==> src/rtl/core/ttdt_pkg.sv <==
// Package for the timed task dispatch table.
// Holds the request and response word types, codes and shared constants.
// Used by ttdt_front, ttdt_back and timed_task_dispatch_table.
package ttdt_pkg;

   // Default table depth.
   localparam int MAX_ENTRIES_DEF = 8;
   // Most due tasks reported by one dispatch pass.
   localparam int RESULT_LIMIT = 8;
   localparam int RESULT_CW = 4;

   typedef enum logic [1:0] {
      REQ_SET      = 2'd0,
      REQ_DELETE   = 2'd1,
      REQ_TICK     = 2'd2,
      REQ_DISPATCH = 2'd3
   } req_code_type;

   typedef enum logic [2:0] {
      ST_ADDED     = 3'd0,
      ST_UPDATED   = 3'd1,
      ST_FULL      = 3'd2,
      ST_DELETED   = 3'd3,
      ST_NOT_FOUND = 3'd4,
      ST_TICK      = 3'd5,
      ST_DUE       = 3'd6,
      ST_NONE_DUE  = 3'd7
   } status_type;

   typedef struct packed {
      logic [1:0]  req_type;
      logic [7:0]  task_id;
      logic [15:0] delay_ticks;
      logic [15:0] period_ticks;
   } req_word_type;

   typedef struct packed {
      logic [2:0] status;
      logic [7:0] due_id;
      logic       removed;
      logic       last;
   } rsp_word_type;

   // One table entry.
   typedef struct packed {
      logic [7:0]  id;
      logic [15:0] delay;
      logic [15:0] period;
      logic        run;
   } entry_type;

   // Queue output toward the back end.
   typedef struct packed {
      logic         valid;
      req_word_type word;
   } queue_head_type;

   typedef enum logic [3:0] {
      SQ_IDLE,
      SQ_FIND_RD,
      SQ_FIND_CHK,
      SQ_MOVE,
      SQ_AGE_RD,
      SQ_AGE_WR,
      SQ_SCAN_RD,
      SQ_SCAN_CHK
   } seq_state_type;

endpackage

==> src/rtl/core/ttdt_front.sv <==
// Front end of the timed task dispatch table: a two-word request queue.
// Depends on ttdt_pkg for the request word and queue head types.
module ttdt_front (
   input  logic                  clock,
   input  logic                  reset,
   input  logic                  start,
   output logic                  busy,
   input  ttdt_pkg::req_word_type req,
   input  logic                  pop,
   output ttdt_pkg::queue_head_type head
);

   ttdt_pkg::req_word_type slot_ff [2];
   logic       wr_ptr_ff, rd_ptr_ff;
   logic [1:0] count_ff;
   logic       push;
   logic       do_pop;

   // Accept while a slot is free; pop only when a word is held.
   assign busy   = (count_ff == 2'd2);
   assign push   = start && !busy;
   assign do_pop = pop && (count_ff != 2'd0);
   assign head.valid = (count_ff != 2'd0);
   assign head.word  = slot_ff[rd_ptr_ff];

   // Pointer and fill count.
   always_ff @(posedge clock) begin
      if (reset) begin
         wr_ptr_ff <= 1'b0;
         rd_ptr_ff <= 1'b0;
         count_ff  <= 2'd0;
      end else begin
         if (push) wr_ptr_ff <= !wr_ptr_ff;
         if (do_pop) rd_ptr_ff <= !rd_ptr_ff;
         count_ff <= count_ff + {1'b0, push} - {1'b0, do_pop};
      end
   end

   // Payload storage.
   always_ff @(posedge clock) begin
      if (push) slot_ff[wr_ptr_ff] <= req;
   end

endmodule

==> src/rtl/core/ttdt_back.sv <==
// Back end of the timed task dispatch table: the table memory and the sequencer
// that walks it for set, delete, tick and dispatch words.
// Depends on ttdt_pkg for word, entry, status and state types.
module ttdt_back #(
   parameter int MAX_ENTRIES = ttdt_pkg::MAX_ENTRIES_DEF
) (
   input  logic                     clock,
   input  logic                     reset,
   input  ttdt_pkg::queue_head_type head,
   output logic                     pop,
   output logic                     rsp_valid,
   output ttdt_pkg::rsp_word_type   rsp
);

   localparam int AW = (MAX_ENTRIES > 1) ? $clog2(MAX_ENTRIES) : 1;
   localparam int CW = $clog2(MAX_ENTRIES + 1);
   localparam logic [CW-1:0] FULL_COUNT = CW'(MAX_ENTRIES);
   localparam logic [ttdt_pkg::RESULT_CW-1:0] LIMIT = ttdt_pkg::RESULT_CW'(ttdt_pkg::RESULT_LIMIT);

   ttdt_pkg::entry_type mem [MAX_ENTRIES];
   ttdt_pkg::entry_type rd_data_ff;

   ttdt_pkg::seq_state_type state_ff, state_in;
   ttdt_pkg::req_word_type  cmd_ff, cmd_in;
   logic [CW-1:0] used_ff, used_in;
   logic [CW-1:0] idx_ff, idx_in;
   logic [AW-1:0] dst_ff, dst_in;
   logic          tick_ff, tick_in;
   logic [ttdt_pkg::RESULT_CW-1:0] n_ff, n_in;
   logic          pend_ff, pend_in;
   logic [7:0]    pend_id_ff, pend_id_in;
   logic          pend_rem_ff, pend_rem_in;
   logic          rsp_valid_ff, rsp_valid_in;
   ttdt_pkg::rsp_word_type rsp_ff, rsp_in;

   logic          wr_en;
   logic [AW-1:0] wr_addr;
   ttdt_pkg::entry_type wr_data;
   logic [AW-1:0] rd_addr;
   logic [CW-1:0] tail;

   assign tail      = used_ff - CW'(1);
   assign rsp_valid = rsp_valid_ff;
   assign rsp       = rsp_ff;

   // Table memory: one write port, one registered read port.
   always_ff @(posedge clock) begin
      if (wr_en) mem[wr_addr] <= wr_data;
      rd_data_ff <= mem[rd_addr];
   end

   // Sequencer registers.
   always_ff @(posedge clock) begin
      if (reset) begin
         state_ff     <= ttdt_pkg::SQ_IDLE;
         used_ff      <= '0;
         tick_ff      <= 1'b0;
         pend_ff      <= 1'b0;
         rsp_valid_ff <= 1'b0;
      end else begin
         state_ff     <= state_in;
         used_ff      <= used_in;
         tick_ff      <= tick_in;
         pend_ff      <= pend_in;
         rsp_valid_ff <= rsp_valid_in;
      end
      cmd_ff      <= cmd_in;
      idx_ff      <= idx_in;
      dst_ff      <= dst_in;
      n_ff        <= n_in;
      pend_id_ff  <= pend_id_in;
      pend_rem_ff <= pend_rem_in;
      rsp_ff      <= rsp_in;
   end

   // Next state, memory control and result words.
   always_comb begin
      state_in     = state_ff;
      cmd_in       = cmd_ff;
      used_in      = used_ff;
      idx_in       = idx_ff;
      dst_in       = dst_ff;
      tick_in      = tick_ff;
      n_in         = n_ff;
      pend_in      = pend_ff;
      pend_id_in   = pend_id_ff;
      pend_rem_in  = pend_rem_ff;
      rsp_valid_in = 1'b0;
      rsp_in       = '0;
      pop          = 1'b0;
      wr_en        = 1'b0;
      wr_addr      = idx_ff[AW-1:0];
      wr_data      = rd_data_ff;
      rd_addr      = idx_ff[AW-1:0];

      unique case (state_ff)
         ttdt_pkg::SQ_IDLE: begin
            if (head.valid) begin
               pop     = 1'b1;
               cmd_in  = head.word;
               idx_in  = '0;
               n_in    = '0;
               pend_in = 1'b0;
               unique case (head.word.req_type)
                  ttdt_pkg::REQ_SET: begin
                     // A set with id zero is dropped silently.
                     if (head.word.task_id != 8'd0) state_in = ttdt_pkg::SQ_FIND_RD;
                  end
                  ttdt_pkg::REQ_DELETE: state_in = ttdt_pkg::SQ_FIND_RD;
                  ttdt_pkg::REQ_TICK: begin
                     tick_in         = 1'b1;
                     rsp_valid_in    = 1'b1;
                     rsp_in.status   = ttdt_pkg::ST_TICK;
                     rsp_in.last     = 1'b1;
                  end
                  default: begin
                     state_in = tick_ff ? ttdt_pkg::SQ_AGE_RD : ttdt_pkg::SQ_SCAN_RD;
                  end
               endcase
            end
         end

         ttdt_pkg::SQ_FIND_RD: begin
            if (idx_ff >= used_ff) begin
               // Id not in the table.
               state_in     = ttdt_pkg::SQ_IDLE;
               rsp_valid_in = 1'b1;
               rsp_in.last  = 1'b1;
               if (cmd_ff.req_type == ttdt_pkg::REQ_DELETE) begin
                  rsp_in.status = ttdt_pkg::ST_NOT_FOUND;
               end else if (used_ff < FULL_COUNT) begin
                  wr_en         = 1'b1;
                  wr_addr       = used_ff[AW-1:0];
                  wr_data       = '{id: cmd_ff.task_id, delay: cmd_ff.delay_ticks,
                                    period: cmd_ff.period_ticks, run: 1'b0};
                  used_in       = used_ff + CW'(1);
                  rsp_in.status = ttdt_pkg::ST_ADDED;
               end else begin
                  rsp_in.status = ttdt_pkg::ST_FULL;
               end
            end else begin
               state_in = ttdt_pkg::SQ_FIND_CHK;
            end
         end

         ttdt_pkg::SQ_FIND_CHK: begin
            if (rd_data_ff.id == cmd_ff.task_id) begin
               if (cmd_ff.req_type == ttdt_pkg::REQ_SET) begin
                  wr_en         = 1'b1;
                  wr_data       = '{id: rd_data_ff.id, delay: cmd_ff.delay_ticks,
                                    period: cmd_ff.period_ticks, run: 1'b0};
                  state_in      = ttdt_pkg::SQ_IDLE;
                  rsp_valid_in  = 1'b1;
                  rsp_in.status = ttdt_pkg::ST_UPDATED;
                  rsp_in.last   = 1'b1;
               end else if (idx_ff == tail) begin
                  used_in       = tail;
                  state_in      = ttdt_pkg::SQ_IDLE;
                  rsp_valid_in  = 1'b1;
                  rsp_in.status = ttdt_pkg::ST_DELETED;
                  rsp_in.last   = 1'b1;
               end else begin
                  rd_addr  = tail[AW-1:0];
                  dst_in   = idx_ff[AW-1:0];
                  state_in = ttdt_pkg::SQ_MOVE;
               end
            end else begin
               idx_in   = idx_ff + CW'(1);
               state_in = ttdt_pkg::SQ_FIND_RD;
            end
         end

         ttdt_pkg::SQ_MOVE: begin
            // The last entry fills the freed slot.
            wr_en   = 1'b1;
            wr_addr = dst_ff;
            used_in = tail;
            if (cmd_ff.req_type == ttdt_pkg::REQ_DELETE) begin
               state_in      = ttdt_pkg::SQ_IDLE;
               rsp_valid_in  = 1'b1;
               rsp_in.status = ttdt_pkg::ST_DELETED;
               rsp_in.last   = 1'b1;
            end else begin
               idx_in   = idx_ff + CW'(1);
               state_in = ttdt_pkg::SQ_SCAN_RD;
            end
         end

         ttdt_pkg::SQ_AGE_RD: begin
            if (idx_ff >= used_ff) begin
               tick_in  = 1'b0;
               idx_in   = '0;
               state_in = ttdt_pkg::SQ_SCAN_RD;
            end else begin
               state_in = ttdt_pkg::SQ_AGE_WR;
            end
         end

         ttdt_pkg::SQ_AGE_WR: begin
            // Count the delay down, or mark the entry to run.
            wr_en = 1'b1;
            if (rd_data_ff.delay == 16'd0) wr_data.run = 1'b1;
            else wr_data.delay = rd_data_ff.delay - 16'd1;
            idx_in   = idx_ff + CW'(1);
            state_in = ttdt_pkg::SQ_AGE_RD;
         end

         ttdt_pkg::SQ_SCAN_RD: begin
            if (idx_ff >= used_ff || n_ff == LIMIT) begin
               // Flush the held result as the final word, or send a none-due word if none is held.
               state_in     = ttdt_pkg::SQ_IDLE;
               rsp_valid_in = 1'b1;
               rsp_in.last  = 1'b1;
               if (pend_ff) begin
                  rsp_in.status  = ttdt_pkg::ST_DUE;
                  rsp_in.due_id  = pend_id_ff;
                  rsp_in.removed = pend_rem_ff;
               end else begin
                  rsp_in.status = ttdt_pkg::ST_NONE_DUE;
               end
               pend_in = 1'b0;
            end else begin
               state_in = ttdt_pkg::SQ_SCAN_CHK;
            end
         end

         ttdt_pkg::SQ_SCAN_CHK: begin
            state_in = ttdt_pkg::SQ_SCAN_RD;
            idx_in   = idx_ff + CW'(1);
            if (rd_data_ff.run) begin
               // A result is held one step so the final one can carry last.
               if (pend_ff) begin
                  rsp_valid_in   = 1'b1;
                  rsp_in.status  = ttdt_pkg::ST_DUE;
                  rsp_in.due_id  = pend_id_ff;
                  rsp_in.removed = pend_rem_ff;
               end
               pend_in     = 1'b1;
               pend_id_in  = rd_data_ff.id;
               pend_rem_in = (rd_data_ff.period == 16'd0);
               n_in        = n_ff + ttdt_pkg::RESULT_CW'(1);
               if (rd_data_ff.period == 16'd0) begin
                  if (idx_ff == tail) begin
                     used_in = tail;
                  end else begin
                     rd_addr  = tail[AW-1:0];
                     dst_in   = idx_ff[AW-1:0];
                     idx_in   = idx_ff;
                     state_in = ttdt_pkg::SQ_MOVE;
                  end
               end else begin
                  wr_en       = 1'b1;
                  wr_data.run = 1'b0;
                  if (rd_data_ff.delay == 16'd0) wr_data.delay = rd_data_ff.period - 16'd1;
               end
            end
         end

         default: state_in = ttdt_pkg::SQ_IDLE;
      endcase
   end

endmodule

==> src/rtl/core/timed_task_dispatch_table.sv <==
// Top level of the timed task dispatch table.
// Instantiates ttdt_front and ttdt_back; depends on ttdt_pkg.
//
// A request word is taken when start is high and busy is low; two words can
// wait in the queue while the table sequencer works. Each result word appears
// on rsp for one cycle with rsp_valid high and cannot be held off, and the
// final word of a request has last set. The sequencer reads table entries one
// at a time through a single registered memory port and takes the next
// request from the queue only in its idle state. Set and delete search the
// table entry by entry; dispatch first ages every entry when a tick is
// pending, then scans for due entries, closing the gap left by each removed
// one-shot entry with the last entry. A set with id zero gives no result word.
module timed_task_dispatch_table #(
   parameter int MAX_ENTRIES = ttdt_pkg::MAX_ENTRIES_DEF
) (
   input  logic                   clock,
   input  logic                   reset,
   input  logic                   start,
   output logic                   busy,
   input  ttdt_pkg::req_word_type req,
   output logic                   rsp_valid,
   output ttdt_pkg::rsp_word_type rsp
);

   ttdt_pkg::queue_head_type head;
   logic pop;

   // Request queue.
   ttdt_front u_front (
      .clock (clock),
      .reset (reset),
      .start (start),
      .busy  (busy),
      .req   (req),
      .pop   (pop),
      .head  (head)
   );

   // Table and sequencer.
   ttdt_back #(.MAX_ENTRIES(MAX_ENTRIES)) u_back (
      .clock     (clock),
      .reset     (reset),
      .head      (head),
      .pop       (pop),
      .rsp_valid (rsp_valid),
      .rsp       (rsp)
   );

   // Only due words carry an id; stored ids are never zero.
   assert property (@(posedge clock) disable iff (reset)
      rsp_valid && rsp.status != ttdt_pkg::ST_DUE |-> rsp.due_id == 8'd0 && !rsp.removed)
      else $error("non-due result carries an id");

   assert property (@(posedge clock) disable iff (reset)
      rsp_valid && rsp.status == ttdt_pkg::ST_DUE |-> rsp.due_id != 8'd0)
      else $error("due result with id zero");

   // Tick, set and delete words are always single and final.
   assert property (@(posedge clock) disable iff (reset)
      rsp_valid && rsp.status != ttdt_pkg::ST_DUE |-> rsp.last)
      else $error("single result word without last");

endmodule

==> config.mk <==
export PLATFORM = sky130hd
export DESIGN_NAME = timed_task_dispatch_table
export DESIGN_NICKNAME = d
export VERILOG_FILES = /design/src/rtl/core/ttdt_pkg.sv /design/src/rtl/core/ttdt_front.sv /design/src/rtl/core/ttdt_back.sv /design/src/rtl/core/timed_task_dispatch_table.sv
export SDC_FILE = /design/constraint.sdc
export NUM_CORES = 1
export LEC_CHECK = 0
export BUFFER_PORTS_ARGS = -buffer_cell sky130_fd_sc_hd__buf_2
export CORE_UTILIZATION = 56
export DETAILED_ROUTE_END_ITERATION = 6
export PLACE_DENSITY = 0.85
export SYNTH_ARGS = -nofsm -noshare
export SYNTH_HDL_FRONTEND = slang
export SYNTH_HIERARCHICAL = 1
export SYNTH_SLANG_ARGS = --single-unit
==> constraint.sdc <==
create_clock -name clock -period 5.3 [get_ports clock]
set_input_delay 1.06 -clock clock [delete_from_list [all_inputs] [get_ports clock]]
set_output_delay 1.06 -clock clock [all_outputs]
set_load 0.02 [all_outputs]
==> summary.md, run 1 <==
| Metric | Value |
|---|---|
| TNS Setup | 0 ns |
| Final antenna-violating net count | 0 |
| Post-Route WL | 54000 µm |
| Worst Hold Class | flip-flop to flip-flop |
| Initial core utilization | 56.8% |
| Final hold viol count | 0 |
| GR Util met3 | 4.59% |
| Post-synth cell types | 70 |
| Max Clk Rate | 234 MHz |
| Clock root buffer master | clkbuf_16 |
| R2R setup slack | 1.03 ns |
| Clock sinks | 543 |
| Net Sw Frac | 33.2% |
| Post-Syn Area | 22600 µm² |
| Flops & latches, synth | 543 |
| Post-synth EDFFs | 474 |
| Leakage power | 8.99 nW |
| Final period util | 80.5% |
| Crit path cell chain | ha_1 -> a21oi_1 -> o21a_1 -> nor3_1 -> a22oi_1 -> a21boi_0 -> and3_2 -> buf_4 |
| Busiest grt layer | met2 |
| Synth Warn # | 6 |
| Final Max Tran Viols | 0 |
| Post-synth ARST share | 0% |
| Drt via density | 6.54 |
| Hold Path Depth | 1 |
| Worst relative slew slack | 23.9% |
| Crit path kind | flip-flop to flip-flop |
| Fin crit period | 4.27 ns |
| Reg-to-reg critical path startpoint | u_back/idx_ff[1] |
| Combinational Power Share | 27.2% |
| Outcome | complete, no violations |
| Initial antenna violation count | 1 |
| Clock Skews | 0.0162 ns |
| Nets | 1599 |
| First-pass DRT Iterations | 5 |
| Actual slew at the worst max-slew pin | 1.14 ns |
| Cells after synthesis | 1488 |
| Critical-path maximum fanout | 21 |
| Register share of total power | 45.7% |
| Largest net degree at the start of global routing | 83 |
| Dpl hpwl | 32100 µm |
| Worst setup SP type | flip-flop |
| Die Wd | 203 µm |
| Power Density | 562 nW/µm² |
| Final setup vio count | 0 |
| Clock latency on the worst-skew pair | 0.60 ns |
| CP arrival | 4.55 ns |
| Net switching power | 0.00466 W |
| Hold Path End | u_back/rsp[2] |
| Hold_buf cts | 0 |
| Clk pwr share | 27.2% |
| CTS max path bufs | 3 |
| Total power draw | 0.0140 W |
| Ys flop type | edfxtp_1 |
| Bufs and invs on worst path | 1 |
| VDD IR max | 0.000437 V |
| Crit end category | flip-flop |
| M2 GR Usage | 43.0% |
| Core ar. | 39700 µm² |
| Worst path max stage delay | 0.87 ns |
| CP top delay family | simple AND/OR/NAND/NOR gates |
| Avg Cell Area, Syn | 15.2 µm² |
| Critical-path top delay cell | nor3_1 |
| GPL Wtd Cong | 0.962 |
| Post-CTS setup buffers | 0 |
| Max_cap viols | 0 |
| Met1 usage in global routing | 36.1% |
| P&R area growth vs syn | 10.8% |
| Syn Nets | 1547 |
| I/O pins | 60 |
| P_int | 0.00938 W |
| # resized after CTS | 0 |
| Via count | 13800 |
| Ratio of cells with drive above 1 in the final layout | 16.3% |
| Worst endpoint required time | 5.58 ns |
| Routed WL per cell | 25.6 µm |
| First-pass GRT wire length | 82100 µm |
| Sequential cell area fraction in the yosys report | 69.2% |
| RSZ-0062 raised after global routing | no |
| RR Endpoint | u_back/mem[1][4] |
| Initial drt markers | 1626 |
| CTS tree | built |
| Clock slew at reported path FFs | 0.06 ns |
| Die extent in y | 203 µm |
| Htree depth | 2 |
| Die ar. | 41100 µm² |
| # rows | 73 |
| Drc violations | 0 |
| GRT overflow | 0 |
| # port buffers | 59 |
| CTS buffer count | 52 |
| Hold path start | u_back/pend_id_ff[0] |
| Worst r2r path cells | 8 |
| GRT Util Overall | 26.6% |
| Vias in the first global route | 13700 |
metal layers:
layer	routed length [µm]	vias to the layer above	share of wire [%]
met5	13	-	0.024
met4	1630	2	3.0
met3	4730	120	8.8
met2	26000	784	48
met1	21500	6921	40
li1	-	5944	-
worst max path at each step:
stage / to / depth (start not counted) / from
global route: u_back/mem[1][6] / 8 / u_back/idx_ff[2]
floorplan: u_back/mem[0][0] / 10 / u_back/idx_ff[0]
CTS: u_back/mem[1][4] / 8 / u_back/idx_ff[1]
detailed placement: u_back/mem[1][13] / 8 / u_back/idx_ff[1]
global placement: u_back/mem[1][13] / 8 / u_back/idx_ff[2]
finish: u_back/mem[1][4] / 8 / u_back/idx_ff[1]
flip-flops by register name, indices dropped and copies added (netlist names), 2 cells and up, named ones only:
register	cells
u_back/mem	328
u_front/slot_ff	84
u_back/cmd_ff	42
u_back/rd_data_ff	41
u_back/rsp	13
u_back/pend_id_ff	8
u_back/idx_ff	4
u_back/n_ff	4
u_back/used_ff	4
u_back/dst_ff	3
u_back/state_ff	3
u_front/count_ff	2
area by class of cell:
class / instances / area, µm²
Sequential cell: 543 / 15600
Timing Repair Buffer: 87 / 593
Multi-Input combinational cell: 833 / 6290
Fill cell: 2744 / 14700
Clock buffer: 69 / 1440
Clock inverter: 26 / 327
Tap cell: 525 / 657
Inverter: 23 / 86.3
Antenna cell: 1 / 2.50
kinds of logic after synthesis:
logic type                 share of synthesized area, %
and+or+nand+nor                                    5.45
AOI/OAI and AO/OA                                  15.1
muxes                                              4.75
DFF                                                69.2
adders and majority gates                         0.776
xor gates and xnor gates                           1.51
buffers and inverters                              3.24
cell usage in the layout (no fill, tap or decap), types with 20 or more instances in the layout:
cell type	netlist	final
a21oi_1	37	37
dfxtp_1	69	68
inv_1	22	20
clkbuf_16	0	53
mux2_2	57	57
buf_2	19	59
mux2i_1	43	43
o2111ai_1	85	85
nor2_1	31	31
o21ai_0	29	29
nand2_1	69	69
o21bai_1	246	246
buf_4	5	21
edfxtp_1	474	474
cells in the mapped netlist, types with 7 or more instances:
library cell / instances / area share [%]
and3_1: 7 / 0.19
and2_1: 15 / 0.42
nand3_1: 18 / 0.40
mux2i_1: 43 / 1.9
o22ai_1: 9 / 0.25
buf_2: 19 / 0.42
buf_6: 25 / 1.2
clkbuf_8: 8 / 0.49
nor4_1: 10 / 0.28
edfxtp_1: 474 / 63
clkbuf_1: 31 / 0.52
xnor2_1: 19 / 0.74
ha_1: 14 / 0.78
xor2_1: 18 / 0.70
nor2_1: 31 / 0.52
dfxtp_1: 69 / 6.1
o2111ai_1: 85 / 3.3
nand2_1: 69 / 1.1
nand2b_1: 9 / 0.25
inv_1: 22 / 0.37
or3_1: 9 / 0.25
mux2_2: 57 / 2.8
a21oi_1: 37 / 0.82
o21bai_1: 246 / 8.2
o21ai_0: 29 / 0.64
nor3_1: 22 / 0.49
power groups by stage:
stage	Clock, W	Combinational [W]	Sequential, W
floorplan	0	0.00279	0.00621
global route	0.00400	0.00409	0.00645
global placement	0	0.00357	0.00645
detailed placement	0	0.00371	0.00647
CTS	0.00385	0.00376	0.00639
finish	0.00381	0.00381	0.00642
per-stage QoR:
step           std cells  cell area [µm²]  util (%)  setup slack (ns)  hold slack, ns
2_1_floorplan       1488            22600         -            0.0408           0.420
3_3_place_gp        2011            23200      58.5              1.39           0.433
3_5_place_dp        2011            23200      58.5              1.21           0.429
4_1_cts             2106            25000      62.9              1.18           0.443
5_1_grt             2106            25000      62.9             0.828           0.472
6_report            2107            25000      62.9              1.03           0.442
(Power assumes the default switching activity.)
==> run 2: changes to the inputs <==
--- a/config.mk
+++ b/config.mk
@@ -6,9 +6,9 @@
 export NUM_CORES = 1
 export LEC_CHECK = 0
 export BUFFER_PORTS_ARGS = -buffer_cell sky130_fd_sc_hd__buf_2
-export CORE_UTILIZATION = 56
+export CORE_UTILIZATION = 60
 export DETAILED_ROUTE_END_ITERATION = 6
-export PLACE_DENSITY = 0.85
+export PLACE_DENSITY = 0.86
 export SYNTH_ARGS = -nofsm -noshare
 export SYNTH_HDL_FRONTEND = slang
 export SYNTH_HIERARCHICAL = 1
==> constraint.sdc (replaced) <==
create_clock -name clock -period 3.95 [get_ports clock]
set_input_delay 0.79 -clock clock [delete_from_list [all_inputs] [get_ports clock]]
set_output_delay 0.79 -clock clock [all_outputs]
set_load 0.02 [all_outputs]
==> run 2 against run 1 <==
Largest cell class unchanged. Clock power is 37% higher. Critical path depth is 1 higher. Flip-flop and latch count stayed put. Highest routed layer is now met4. Clock skew is 0.0097 ns higher. Global-route usage is 2.1 points higher. Design area is 1.1% higher. Critical endpoint is now u_back/mem[1][2].
==> summary.md, run 2 (synthesis results as in run 1) <==
| Metric | Value |
|---|---|
| Initial core utilization | 61.3% (+4.5 points) |
| Initial antenna violation count | 4 (+3) |
| Final period util | 93.3% (+13 points) |
| VDD IR max | 0.000604 V (+38%) |
| Worst Hold Class | input pin to flip-flop |
| Via count | 13900 (+0.62%) |
| Clock root buffer master | clkbuf_16 |
| Worst path max stage delay | 0.80 ns (-0.07 ns) |
| Final worst setup slack | 0.264 ns (-0.771 ns) |
| Largest Register | u_back/mem |
| Commonest non-fill, non-tap cell in the layout | edfxtp_1 |
| Power Density | 758 nW/µm² (+35%) |
| Final antenna-violating net count | 0 (unchanged) |
| # resized after CTS | 0 (unchanged) |
| Fin crit period | 3.69 ns (-0.579 ns) |
| Hold_buf cts | 0 (unchanged) |
| Crit path cell chain | inv_1 -> ha_1 -> nand2b_1 -> a21oi_1 -> o21ai_0 -> nand3_1 -> o21ai_2 -> buf_4 -> o21ai_0 |
| Post-CTS setup buffers | 0 (unchanged) |
| Leakage power | 9.17 nW (+2.0%) |
| Critical-path top delay cell | o21ai_0 |
| Final Max Tran Viols | 0 (unchanged) |
| Outcome | complete, no violations |
| Vias in the first global route | 13600 (-0.71%) |
| Final hold viol count | 0 (unchanged) |
| Placed instance area | 23500 µm² (+0.97%) |
| Critical-path maximum fanout | 16 (-24%) |
| Max_cap viols | 0 (unchanged) |
| Crit end category | flip-flop |
| CP arrival | 3.92 ns (-0.63 ns) |
| Initial drt markers | 2010 (+24%) |
| Most frequent CP cell | o21ai_0 |
| Die Wd | 196 µm (-3.4%) |
| Max Clk Rate | 271 MHz (+16%) |
| Routed WL per cell | 26.2 µm (+2.3%) |
| RSZ-0062 raised after global routing | no |
| CTS buffer count | 51 (-1.9%) |
| Htree depth | 2 (unchanged) |
| Die ar. | 38400 µm² (-6.6%) |
| Ratio of cells with drive above 1 in the final layout | 17.6% (+1.4 points) |
| CP top delay family | compound AO/OA/AOI/OAI gates |
| Clock latency on the worst-skew pair | 0.58 ns (-0.02 ns) |
| GRT Util Overall | 28.6% (+2.1 points) |
| Core ar. | 36800 µm² (-7.4%) |
| First-pass GRT wire length | 81900 µm (-0.26%) |
| Post-Place Worst Slack | 0.471 ns (-0.736 ns) |
| Largest registers | u_back/mem: 328 flops, u_front/slot_ff: 84 flops, u_back/cmd_ff: 42 flops |
| Bufs and invs on worst path | 2 (+1) |
| Worst endpoint required time | 4.18 ns (-1.40 ns) |
| Final instance count without filler cells | 2077 (-1.4%) |
| # rows | 70 (-4.1%) |
| # port buffers | 59 (unchanged) |
| Worst relative slew slack | 31.7% (+7.8 points) |
| First-pass DRT Iterations | 6 (+1) |
| Clock Skews | 0.0259 ns (+0.00973 ns) |
| Drt via density | 6.67 (+2.1%) |
| CTS max path bufs | 3 (unchanged) |
| Drc violations | 0 (unchanged) |
| Post-Route WL | 54400 µm (+0.86%) |
| Max FFs per register | 328 (unchanged) |
| Die extent in y | 196 µm (-3.4%) |
| Final setup vio count | 0 (unchanged) |
| I/O pins | 60 (unchanged) |
| GRT overflow | 0 (unchanged) |
| Placed Cells | 1977 (-1.7%) |
| CTS tree | built |
| Clock slew at reported path FFs | 0.07 ns (about the same) |
| Clock sinks | 543 (unchanged) |
| Crit path kind | flip-flop to flip-flop |
| GPL Wtd Cong | 0.961 (about the same) |
| Actual slew at the worst max-slew pin | 1.01 ns (-0.128 ns) |
| P&R area growth vs syn | 12.1% |
| Nets | 1621 (+1.4%) |
| Worst setup SP type | flip-flop |
| Largest net degree at the start of global routing | 83 (unchanged) |
| Final instance area | 25300 µm² (+1.1%) |
| Commonest cells after routing, fill and taps aside | edfxtp_1 (474), o21bai_1 (246), o2111ai_1 (85) |
| Dpl hpwl | 32600 µm (+1.7%) |
## run 2: final timing paths
check / cells after the start / end / from / slack (ns)
hold / removal: 1 / u_front/slot_ff[1][1] / req[1] / 0.39
hold reg to reg: 1 / u_back/rsp[5] / u_back/pend_id_ff[3] / 0.45
setup reg to reg: 9 / u_back/mem[1][2] / u_back/idx_ff[0] / 0.26
setup / recovery: 9 / u_back/mem[1][2] / u_back/idx_ff[0] / 0.26
## run 2: layout make-up
| cell class | count | area [µm²] |
|---|---|---|
| Antenna cell | 4 | 10.0 |
| Clock buffer | 67 | 1400 |
| Clock inverter | 29 | 412 |
| Fill cell | 2321 | 11500 |
| Inverter | 23 | 86.3 |
| Multi-Input combinational cell | 833 | 6310 |
| Sequential cell | 543 | 15600 |
| Tap cell | 468 | 586 |
| Timing Repair Buffer | 110 | 866 |
## run 2: layer usage
| metal | wire, µm | share of wire (%) | global-route usage, % | vias to the layer above |
|---|---|---|---|---|
| li1 | - | - | - | 5981 |
| met1 | 21000 | 39 | 39.4 | 6856 |
| met2 | 26500 | 49 | 46.3 | 876 |
| met3 | 5120 | 9.4 | 4.61 | 143 |
| met4 | 1740 | 3.2 | 10.9 | 0 |
| met5 | 0 | 0 | 0 | - |
## run 2: where the power goes
part           leakage (nW)  switching (W)  internal (W)
Combinational          3.40        0.00355       0.00183
Sequential             4.88       0.000670       0.00790
Clock                 0.889        0.00208       0.00315
Total                  9.17        0.00630        0.0129
## run 2: through the flow
| step | power [W] | setup TNS [ns] | hold WS, ns | util [%] |
|---|---|---|---|---|
| after floorplan | 0.0121 | -19.09 | 0.420 | - |
| after global placement | 0.0136 | 0 | 0.436 | 63.8 |
| after detailed placement | 0.0138 | 0 | 0.437 | 63.8 |
| after CTS | 0.0191 | 0 | 0.362 | 68.7 |
| after global routing | 0.0198 | 0 | 0.376 | 68.7 |
| final | 0.0192 | 0 | 0.388 | 68.7 |
